<file path="src/rtl/cbs_ssm_pkg.sv">
// ----------------------------------------------------------------------------
// cbs_ssm_pkg
// Types, codes and widths shared by the constant bandwidth server core.
// ----------------------------------------------------------------------------
package cbs_ssm_pkg;

  // field widths
  localparam int TIME_BITS     = 32;
  localparam int TAG_BITS      = 16;
  localparam int FUNC_BITS     = 4;
  localparam int QCNT_BITS     = 5;
  localparam int CFG_IDX_BITS  = 2;
  localparam int CFG_DATA_BITS = 32;

  // default job queue depth
  localparam int DEF_QUEUE_DEPTH = 16;

  // event codes
  localparam logic [FUNC_BITS-1:0] FUNC_ENQUEUE    = 4'd0;
  localparam logic [FUNC_BITS-1:0] FUNC_DEQUEUE    = 4'd1;
  localparam logic [FUNC_BITS-1:0] FUNC_ACTIVATE   = 4'd2;
  localparam logic [FUNC_BITS-1:0] FUNC_DISPATCH   = 4'd3;
  localparam logic [FUNC_BITS-1:0] FUNC_PREEMPT    = 4'd4;
  localparam logic [FUNC_BITS-1:0] FUNC_COMPLETE   = 4'd5;
  localparam logic [FUNC_BITS-1:0] FUNC_EXHAUST    = 4'd6;
  localparam logic [FUNC_BITS-1:0] FUNC_REACTIVATE = 4'd7;
  localparam logic [FUNC_BITS-1:0] FUNC_NONCONTEND = 4'd8;
  localparam logic [FUNC_BITS-1:0] FUNC_DEADLINE   = 4'd9;
  localparam logic [FUNC_BITS-1:0] FUNC_VTIME      = 4'd10;
  localparam logic [FUNC_BITS-1:0] FUNC_CONSUME    = 4'd11;

  // server states
  localparam logic [1:0] SRV_INACTIVE = 2'd0;
  localparam logic [1:0] SRV_READY    = 2'd1;
  localparam logic [1:0] SRV_RUNNING  = 2'd2;
  localparam logic [1:0] SRV_NONCONT  = 2'd3;

  // status codes
  localparam logic [1:0] STAT_OK      = 2'd0;
  localparam logic [1:0] STAT_ILLEGAL = 2'd1;
  localparam logic [1:0] STAT_EMPTY   = 2'd2;
  localparam logic [1:0] STAT_FULL    = 2'd3;

  // overrun policies
  localparam logic [1:0] POL_QUEUE = 2'd0;
  localparam logic [1:0] POL_SKIP  = 2'd1;
  localparam logic [1:0] POL_ABORT = 2'd2;

  // configuration register indexes
  localparam logic [CFG_IDX_BITS-1:0] CFG_BUDGET = 2'd0;
  localparam logic [CFG_IDX_BITS-1:0] CFG_PERIOD = 2'd1;
  localparam logic [CFG_IDX_BITS-1:0] CFG_POLICY = 2'd2;

  // configuration reset values
  localparam logic [TIME_BITS-1:0] RST_BUDGET = 32'd1000;
  localparam logic [TIME_BITS-1:0] RST_PERIOD = 32'd10000;

  // input item
  typedef struct packed {
    logic [FUNC_BITS-1:0] func;
    logic [TIME_BITS-1:0] time_now;
    logic [TIME_BITS-1:0] amount;
    logic [TAG_BITS-1:0]  job_tag;
  } cbs_in_t;

  // result item
  typedef struct packed {
    logic [1:0]           server_state;
    logic [TIME_BITS-1:0] deadline;
    logic [TIME_BITS-1:0] virtual_time;
    logic [TIME_BITS-1:0] budget_left;
    logic [QCNT_BITS-1:0] queue_count;
    logic                 head_valid;
    logic [TAG_BITS-1:0]  head_tag;
    logic [TAG_BITS-1:0]  taken_tag;
    logic [TIME_BITS-1:0] last_job_id;
    logic                 job_skipped;
    logic [1:0]           status;
  } cbs_out_t;

endpackage

</file>
<file path="src/rtl/cbs_server_state_machine_core.sv">
// ----------------------------------------------------------------------------
// cbs_server_state_machine_core
// Constant bandwidth server for one reservation with a bounded job queue.
// ----------------------------------------------------------------------------
// One item is taken when start is high and busy is low; exactly one result
// follows on result, marked by a single-cycle done strobe that cannot be held
// off. Most events pass through S_EXEC, S_READ and S_PACK before done, and
// a new item can be taken in the cycle that done is shown, as busy is then low.
// The virtual-time event goes through one registered 32x32 multiply, a
// restoring divider that resolves one quotient bit per cycle over the
// 2*TIME_BITS-bit product, and an add, before S_READ and S_PACK.
// Configuration writes are always ready and are meant to be made while the
// block is idle.
// ----------------------------------------------------------------------------
module cbs_server_state_machine_core
  import cbs_ssm_pkg::*;
#(
  parameter int QUEUE_DEPTH = DEF_QUEUE_DEPTH
) (
  input  logic                     clk,
  input  logic                     rst,
  input  logic                     start,
  output logic                     busy,
  input  cbs_in_t                  cmd,
  output logic                     done,
  output cbs_out_t                 result,
  input  logic                     cfg_valid,
  output logic                     cfg_ready,
  input  logic [CFG_IDX_BITS-1:0]  cfg_index,
  input  logic [CFG_DATA_BITS-1:0] cfg_data
);

  localparam int PTR_W  = (QUEUE_DEPTH > 1) ? $clog2(QUEUE_DEPTH) : 1;
  localparam int CNT_W  = $clog2(QUEUE_DEPTH + 1);
  localparam int PROD_W = 2 * TIME_BITS;
  localparam int DCNT_W = $clog2(PROD_W);

  typedef enum logic [5:0] {
    S_IDLE = 6'b000001,
    S_EXEC = 6'b000010,
    S_DIV  = 6'b000100,
    S_VADD = 6'b001000,
    S_READ = 6'b010000,
    S_PACK = 6'b100000
  } seq_state_t;

  seq_state_t seq_state;

  // configuration
  logic [TIME_BITS-1:0] server_budget;
  logic [TIME_BITS-1:0] server_period;
  logic [1:0]           overrun_policy;

  // server state
  logic [1:0]           srv_state;
  logic [TIME_BITS-1:0] deadline_reg;
  logic [TIME_BITS-1:0] vtime_reg;
  logic [TIME_BITS-1:0] budget_reg;
  logic [TIME_BITS-1:0] job_seq;

  // job queue
  logic [TAG_BITS-1:0]  job_fifo [QUEUE_DEPTH];
  logic [TAG_BITS-1:0]  rd_data;
  logic [PTR_W-1:0]     fifo_head;
  logic [PTR_W-1:0]     fifo_tail;
  logic [CNT_W-1:0]     fifo_count;
  logic [PTR_W-1:0]     head_inc;
  logic [PTR_W-1:0]     tail_inc;

  // latched item and per-event flags
  cbs_in_t              item_q;
  logic [1:0]           status_q;
  logic                 skipped_q;
  logic [TAG_BITS-1:0]  taken_q;

  // divider
  logic [TIME_BITS-1:0] div_rem;
  logic [PROD_W-1:0]    div_pq;
  logic [DCNT_W-1:0]    div_cnt;
  logic [TIME_BITS:0]   rem_sh;
  logic [TIME_BITS+1:0] rem_diff;
  logic                 q_bit;

  // enqueue decision
  logic                 enq_overrun;
  logic                 enq_skip;
  logic                 enq_drop;
  logic [CNT_W-1:0]     cnt_after;
  logic                 enq_full;
  logic                 fifo_we;

  assign busy      = (seq_state != S_IDLE);
  assign cfg_ready = 1'b1;

  // pointer wrap
  always_comb begin
    head_inc = (fifo_head == PTR_W'(QUEUE_DEPTH - 1)) ? '0 : fifo_head + 1'b1;
    tail_inc = (fifo_tail == PTR_W'(QUEUE_DEPTH - 1)) ? '0 : fifo_tail + 1'b1;
  end

  // overrun policy and queue room for an enqueue
  always_comb begin
    enq_overrun = (srv_state == SRV_RUNNING) && (fifo_count != '0);
    enq_skip    = enq_overrun && (overrun_policy == POL_SKIP);
    enq_drop    = enq_overrun && (overrun_policy == POL_ABORT);
    cnt_after   = fifo_count - CNT_W'(enq_drop);
    enq_full    = (cnt_after >= CNT_W'(QUEUE_DEPTH));
    fifo_we     = (seq_state == S_EXEC) && (item_q.func == FUNC_ENQUEUE) &&
                  !enq_skip && !enq_full;
  end

  // one restoring division step
  always_comb begin
    rem_sh   = {div_rem, div_pq[PROD_W-1]};
    rem_diff = {1'b0, rem_sh} - {2'b00, server_budget};
    q_bit    = !rem_diff[TIME_BITS+1];
  end

  // queue storage, registered read at the head
  always_ff @(posedge clk) begin
    if (fifo_we) begin
      job_fifo[fifo_tail] <= item_q.job_tag;
    end
    rd_data <= job_fifo[fifo_head];
  end

  // configuration registers
  always_ff @(posedge clk) begin
    if (rst) begin
      server_budget  <= RST_BUDGET;
      server_period  <= RST_PERIOD;
      overrun_policy <= POL_QUEUE;
    end else if (cfg_valid && cfg_ready) begin
      case (cfg_index)
        CFG_BUDGET: server_budget  <= cfg_data[TIME_BITS-1:0];
        CFG_PERIOD: server_period  <= cfg_data[TIME_BITS-1:0];
        CFG_POLICY: overrun_policy <= cfg_data[1:0];
        default: ;
      endcase
    end
  end

  // item latch
  always_ff @(posedge clk) begin
    if (start && !busy) begin
      item_q <= cmd;
    end
  end

  // sequencer and server state
  always_ff @(posedge clk) begin
    if (rst) begin
      seq_state    <= S_IDLE;
      srv_state    <= SRV_INACTIVE;
      deadline_reg <= '0;
      vtime_reg    <= '0;
      budget_reg   <= RST_BUDGET;
      job_seq      <= '0;
      fifo_head    <= '0;
      fifo_tail    <= '0;
      fifo_count   <= '0;
      div_cnt      <= '0;
      done         <= 1'b0;
    end else begin
      done <= 1'b0;
      case (seq_state)
        S_IDLE: begin
          if (start) begin
            seq_state <= S_EXEC;
          end
        end

        S_EXEC: begin
          status_q  <= STAT_OK;
          skipped_q <= 1'b0;
          taken_q   <= '0;
          seq_state <= S_READ;
          case (item_q.func)
            FUNC_ENQUEUE: begin
              if (enq_skip) begin
                skipped_q <= 1'b1;
              end else if (enq_full) begin
                status_q <= STAT_FULL;
              end else begin
                if (enq_drop) begin
                  fifo_head <= head_inc;
                end
                fifo_tail  <= tail_inc;
                fifo_count <= cnt_after + 1'b1;
                job_seq    <= job_seq + 1'b1;
              end
            end
            FUNC_DEQUEUE: begin
              if (fifo_count == '0) begin
                status_q <= STAT_EMPTY;
              end else begin
                taken_q    <= rd_data;
                fifo_head  <= head_inc;
                fifo_count <= fifo_count - 1'b1;
              end
            end
            FUNC_ACTIVATE: begin
              if (srv_state != SRV_INACTIVE || fifo_count == '0) begin
                status_q <= STAT_ILLEGAL;
              end else begin
                vtime_reg    <= item_q.time_now;
                deadline_reg <= item_q.time_now + server_period;
                budget_reg   <= server_budget;
                srv_state    <= SRV_READY;
              end
            end
            FUNC_DISPATCH: begin
              if (srv_state != SRV_READY || fifo_count == '0) begin
                status_q <= STAT_ILLEGAL;
              end else begin
                srv_state <= SRV_RUNNING;
              end
            end
            FUNC_PREEMPT, FUNC_COMPLETE, FUNC_EXHAUST, FUNC_NONCONTEND: begin
              if (srv_state != SRV_RUNNING) begin
                status_q <= STAT_ILLEGAL;
              end else if (item_q.func == FUNC_PREEMPT) begin
                srv_state <= SRV_READY;
              end else if (item_q.func == FUNC_COMPLETE) begin
                srv_state <= (fifo_count != '0) ? SRV_READY : SRV_INACTIVE;
              end else if (item_q.func == FUNC_EXHAUST) begin
                deadline_reg <= deadline_reg + server_period;
                budget_reg   <= server_budget;
                srv_state    <= SRV_READY;
              end else begin
                srv_state <= SRV_NONCONT;
              end
            end
            FUNC_REACTIVATE, FUNC_DEADLINE: begin
              if (srv_state != SRV_NONCONT) begin
                status_q <= STAT_ILLEGAL;
              end else begin
                srv_state <= (item_q.func == FUNC_REACTIVATE) ? SRV_READY
                                                              : SRV_INACTIVE;
              end
            end
            FUNC_VTIME: begin
              // product feeds the divider
              div_pq    <= PROD_W'(item_q.amount) * PROD_W'(server_period);
              div_rem   <= '0;
              div_cnt   <= DCNT_W'(PROD_W - 1);
              seq_state <= S_DIV;
            end
            FUNC_CONSUME: begin
              budget_reg <= (item_q.amount >= budget_reg) ? '0
                                                          : budget_reg - item_q.amount;
            end
            default: begin
              status_q <= STAT_ILLEGAL;
            end
          endcase
        end

        S_DIV: begin
          // one quotient bit per cycle, most significant first
          div_rem <= q_bit ? rem_diff[TIME_BITS-1:0] : rem_sh[TIME_BITS-1:0];
          div_pq  <= {div_pq[PROD_W-2:0], q_bit};
          if (div_cnt == '0) begin
            seq_state <= S_VADD;
          end else begin
            div_cnt <= div_cnt - 1'b1;
          end
        end

        S_VADD: begin
          vtime_reg <= vtime_reg + div_pq[TIME_BITS-1:0];
          seq_state <= S_READ;
        end

        S_READ: begin
          // head entry read lands in rd_data
          seq_state <= S_PACK;
        end

        S_PACK: begin
          done      <= 1'b1;
          seq_state <= S_IDLE;
        end

        default: begin
          seq_state <= S_IDLE;
        end
      endcase
    end
  end

  // result register
  always_ff @(posedge clk) begin
    if (seq_state == S_PACK) begin
      result.server_state <= srv_state;
      result.deadline     <= deadline_reg;
      result.virtual_time <= vtime_reg;
      result.budget_left  <= budget_reg;
      result.queue_count  <= QCNT_BITS'(fifo_count);
      result.head_valid   <= (fifo_count != '0);
      result.head_tag     <= (fifo_count != '0) ? rd_data : '0;
      result.taken_tag    <= taken_q;
      result.last_job_id  <= job_seq;
      result.job_skipped  <= skipped_q;
      result.status       <= status_q;
    end
  end

endmodule

</file>
<file path="config.mk">
export PLATFORM = sky130hd
export DESIGN_NAME = cbs_server_state_machine_core
export DESIGN_NICKNAME = d
export VERILOG_FILES = /design/src/rtl/cbs_ssm_pkg.sv /design/src/rtl/cbs_server_state_machine_core.sv
export SDC_FILE = /design/constraint.sdc
export NUM_CORES = 2
export LEC_CHECK = 0
export BUFFER_PORTS_ARGS = -buffer_cell sky130_fd_sc_hd__buf_2
export CORE_UTILIZATION = 60
export DETAILED_ROUTE_END_ITERATION = 8
export PLACE_DENSITY = 0.84
export RECOVER_POWER = 50
export SETUP_SLACK_MARGIN = 0.5
export SLEW_MARGIN = 20
export SYNTH_ARGS = -nofsm -noshare
export SYNTH_HDL_FRONTEND = slang
export SYNTH_SLANG_ARGS = --single-unit
</file>
<file path="constraint.sdc">
create_clock -name clk -period 30 [get_ports clk]
set_input_delay 3 -clock clk [delete_from_list [all_inputs] [get_ports clk]]
set_output_delay 3 -clock clk [all_outputs]
set_load 0.02 [all_outputs]
</file>
==> flow_metrics.py <==
metrics = {
    "synth": {
        "synth_edf_count": 626,
        "yosysSeqAreaShare": 0.329,
        "ys_top_cells_by_area": "sky130_fd_sc_hd__edfxtp_1 (26%), sky130_fd_sc_hd__fa_1 (25%), sky130_fd_sc_hd__ha_1 (7.0%)",
        "synthesis.instances": 6754,
        "synth_async_sr_flop_share": 0,
        "synthDominantAreaCellType": "sky130_fd_sc_hd__edfxtp_1",
        "ys_top_cells_by_count": "sky130_fd_sc_hd__inv_1 (954), sky130_fd_sc_hd__fa_1 (900), sky130_fd_sc_hd__nand2_1 (790), sky130_fd_sc_hd__edfxtp_1 (626), sky130_fd_sc_hd__and2_1 (617)",
        "post_synth.cell_area_avg_um2": 10.6,
        "ys_dominant_reg_cell": "sky130_fd_sc_hd__edfxtp_1",
        "synth.cell_area_um2": 71600,
        "synthMostInstantiatedCell": "sky130_fd_sc_hd__inv_1",
        "synthDistinctLibCells": 89,
        "post-synth-top-area-fraction": 0.263,
        "ys_warn_count": 0,
        "ys_seq_elements": 864,
        "synth_nets": 8177,
    },
    "worst_setup_path": {
        "path_cells": "clkbuf_1, nand2_1, fa_1, fa_1, inv_1, fa_1, fa_1, fa_1, fa_1, fa_1, fa_1, ha_1, a21oi_1, o221ai_1, a21oi_1, o31a_1, o31ai_1, a221oi_2, nor2_1, a41oi_1, xor2_1, o21ai_0",
        "cpMaxStageDelayCell": "sky130_fd_sc_hd__clkbuf_1",
        "crit_path_frequent_cell": "sky130_fd_sc_hd__fa_1",
        "reg2reg_slack_ns": 20.75,
        "worst-r2r-cell-count": 22,
        "crit_path_max_incr_delay_ns": 1.49,
        "worstPathArrival_ns": 9.58,
        "worstSetupPathType": "reg2reg",
        "end_kind": "flop",
        "critPathMaxFanout": 33,
        "worst_path_dominant_cell_family": "adder cells",
        "cp.buffers_inverters": 2,
        "reg2reg_from": "item_q[16]",
        "timing.rr.end": "div_pq[55]",
        "worst_setup_path_start_kind": "flop",
        "worst-endpoint-required_ns": 30.33,
        "cp.depth": 22,
    },
    "route": {
        "wl_per_cell_um": 23.9,
        "drt_pre_antenna_iters": 8,
        "drt_iter0_markers": 5059,
        "drc": 0,
        "routed_via_density": 6.11,
        "antenna_violating_nets_post_route": 0,
        "routed-via-count": 52100,
        "wirelength_mm": 204,
    },
    "final_layout": {
        "area.sequential_um2": 23600,
        "layout.nets": 8320,
        "biggestRegsByFlops": "job_fifo: 256 flops, result: 171 flops, item_q: 84 flops",
        "number_of_flip_flops_under_the_largest_register_name": 256,
        "fillCellCount": 8722,
        "final_layout_size_suffix_gt1_frac": 0.0984,
        "area.growth.synth_to_final_pct": 8.52,
        "regMostFlops": "job_fifo",
        "stdcell_area_um2": 77700,
        "fin_util": 0.657,
        "multi_input_comb_area_um2": 43200,
    },
    "global_route": {
        "pin_count_of_the_biggest_net_entering_global_routing": 173,
        "grt_pass1_vias": 55000,
        "overall_overflow_remaining_after_global_route": 0,
        "grt_first_pass_wirelength_mm": 314,
        "grt_antenna_before_repair": 29,
        "grt_util_all_layers": 0.343,
    },
    "clock_network": {
        "numClockSinks": 864,
        "ctsResizeCount": 0,
        "clk-insertion-delay-late_ns": 0.74,
        "cts.path.max_buffers": 3,
        "cts_root_buf": "sky130_fd_sc_hd__clkbuf_16",
        "tritoncts": "yes",
        "numCtsBuffers": 90,
        "cts_max_level": 3,
        "postCtsHoldBufs": 0,
        "clkTransAtPathRegs_ns": 0.07,
        "post_cts.repair.setup_buffers": 0,
    },
    "pwr": {
        "clockPowerShare": 0.185,
        "static-leakage-power_nw": 34.2,
        "cell_internal_pwr_w": 0.00349,
        "switching_share": 0.454,
        "power.sequential.fraction": 0.227,
        "comb_power_share": 0.588,
        "power.density_cell_area_nw_per_um2": 82.3,
        "vdd_ir_drop_max_v": 0.000215,
        "net-switching-power_w": 0.00290,
    },
    "place": {
        "numPortBuffers": 294,
        "place_congestion": 1.01,
        "dp_hpwl_mm": 140,
        "placedInstanceArea_um2": 74600,
    },
    "timing": {
        "setup_tns_ns": 0,
        "max_clock_freq_mhz": 108,
        "slew-limit-headroom": -5.50,
        "grt_setup_unrepaired": "false",
        "fin_max_slew_vios": 531,
        "period_share": 0.308,
        "final.setup_skew_ns": 0.0669,
        "final_hold_viol_count": 0,
        "period_minus_slack_ns": 9.25,
        "timing_worst_slew_pin_value_ns": 9.75,
        "finalSetupViolations": 0,
    },
    "worst_hold_path": {
        "timing.hold.worst.start": "taken_q[1]",
        "worst_hold_path.num_cells": 0,
        "whs_endpoint": "result[36]",
        "hold_path_class": "reg2reg",
    },
    "floorplan": {
        "core_region_area_um2": 118000,
        "row_count": 126,
        "die_height_um": 347,
        "fp.dieArea_um2": 121000,
        "ios": 296,
        "floorplan.die.width_um": 347,
        "initial_core_util": 0.606,
    },
    "outcome": {
        "violations": "max-capacitance violations, max-slew violations",
        "result_of_the_run": "finished with violations",
    },
    "flow_run": {
        "maxCapViolations": 8,
    },
}
[kinds of logic (layout without fill, tap and decap cells)]
family | Yosys count | count (layout) | share of synthesized area
DFF | 864 | 864 | 0.329
buffers and inverters | 1303 | 1524 | 0.0685
AOI/OAI and AO/OA | 846 | 846 | 0.0750
and+or+nand+nor | 2049 | 2049 | 0.140
muxes | 174 | 174 | 0.0389
other | 1 | 20 | 0.0000524
adders and majority gates | 1301 | 1301 | 0.322
xor gates and xnor gates | 216 | 216 | 0.0264
[stage by stage]
stage          setup slack [ns]  total power (W)  hold WS, ns  instances
4_1_cts                   21.24          0.00634        0.419       8506
2_1_floorplan             16.05          0.00407        0.400       6754
3_3_place_gp              21.54          0.00507        0.403       8336
3_5_place_dp              21.32          0.00514        0.405       8336
5_1_grt                   20.49          0.00679        0.431       8528
6_report                  20.75          0.00639        0.419       8530
[placed cells by master, fill, tap and decap left out, drive strengths merged, types with 12 or more instances in the layout]
cell type and count:
a211o 12, a211oi 67, a21o 115, a21oi 325, a221oi 32, a31oi 21
and2 617, and3 30, and4 13, buf 382, clkbuf 125, clkinv 41
dfxtp 238, diode 19, edfxtp 626, fa 900, ha 401, inv 962
mux2 36, mux2i 58, mux4 80, nand2 790, nand2b 33, nand3 55
nand3b 17, nand4 37, nor2 313, nor2b 36, nor3 53, o21a 21
o21ai 138, o21bai 21, o31ai 15, or3 19, xnor2 112, xor2 104
[power groups by stage]
| stage | clock (W) | combinational, W | sequential (W) |
|---|---|---|---|
| 2_1_floorplan | 0 | 0.00260 | 0.00147 |
| 3_3_place_gp | 0 | 0.00360 | 0.00147 |
| 3_5_place_dp | 0 | 0.00366 | 0.00148 |
| 4_1_cts | 0.00119 | 0.00370 | 0.00145 |
| 5_1_grt | 0.00123 | 0.00410 | 0.00145 |
| 6_report | 0.00118 | 0.00376 | 0.00145 |
[worst max path at each step]
stage,startpoint,to
2_1_floorplan,seq_state[1],result[0]
3_3_place_gp,server_period[8],div_pq[58]
3_5_place_dp,server_period[9],div_pq[62]
4_1_cts,server_period[9],div_pq[58]
5_1_grt,item_q[16],div_pq[61]
6_report,item_q[16],div_pq[55]
[layer usage]
layer,track usage,up-vias,share of wire,wire (um)
met5,0,-,0.00013,27
met4,0.190,4,0.061,12600
met3,0.0824,757,0.10,20900
met2,0.566,2900,0.48,98000
met1,0.415,26100,0.36,72600
li1,-,22300,-,-
[cell type report]
cell class,instances,share of cell area
multi-input combinational,4587,0.556
clock inverter,63,0.00894
antenna,19,0.000612
inverter,954,0.0461
clock buffer,107,0.0310
sequential,864,0.303
timing repair buffer,400,0.0290
tap,1536,0.0247
(Power assumes the default switching activity.)
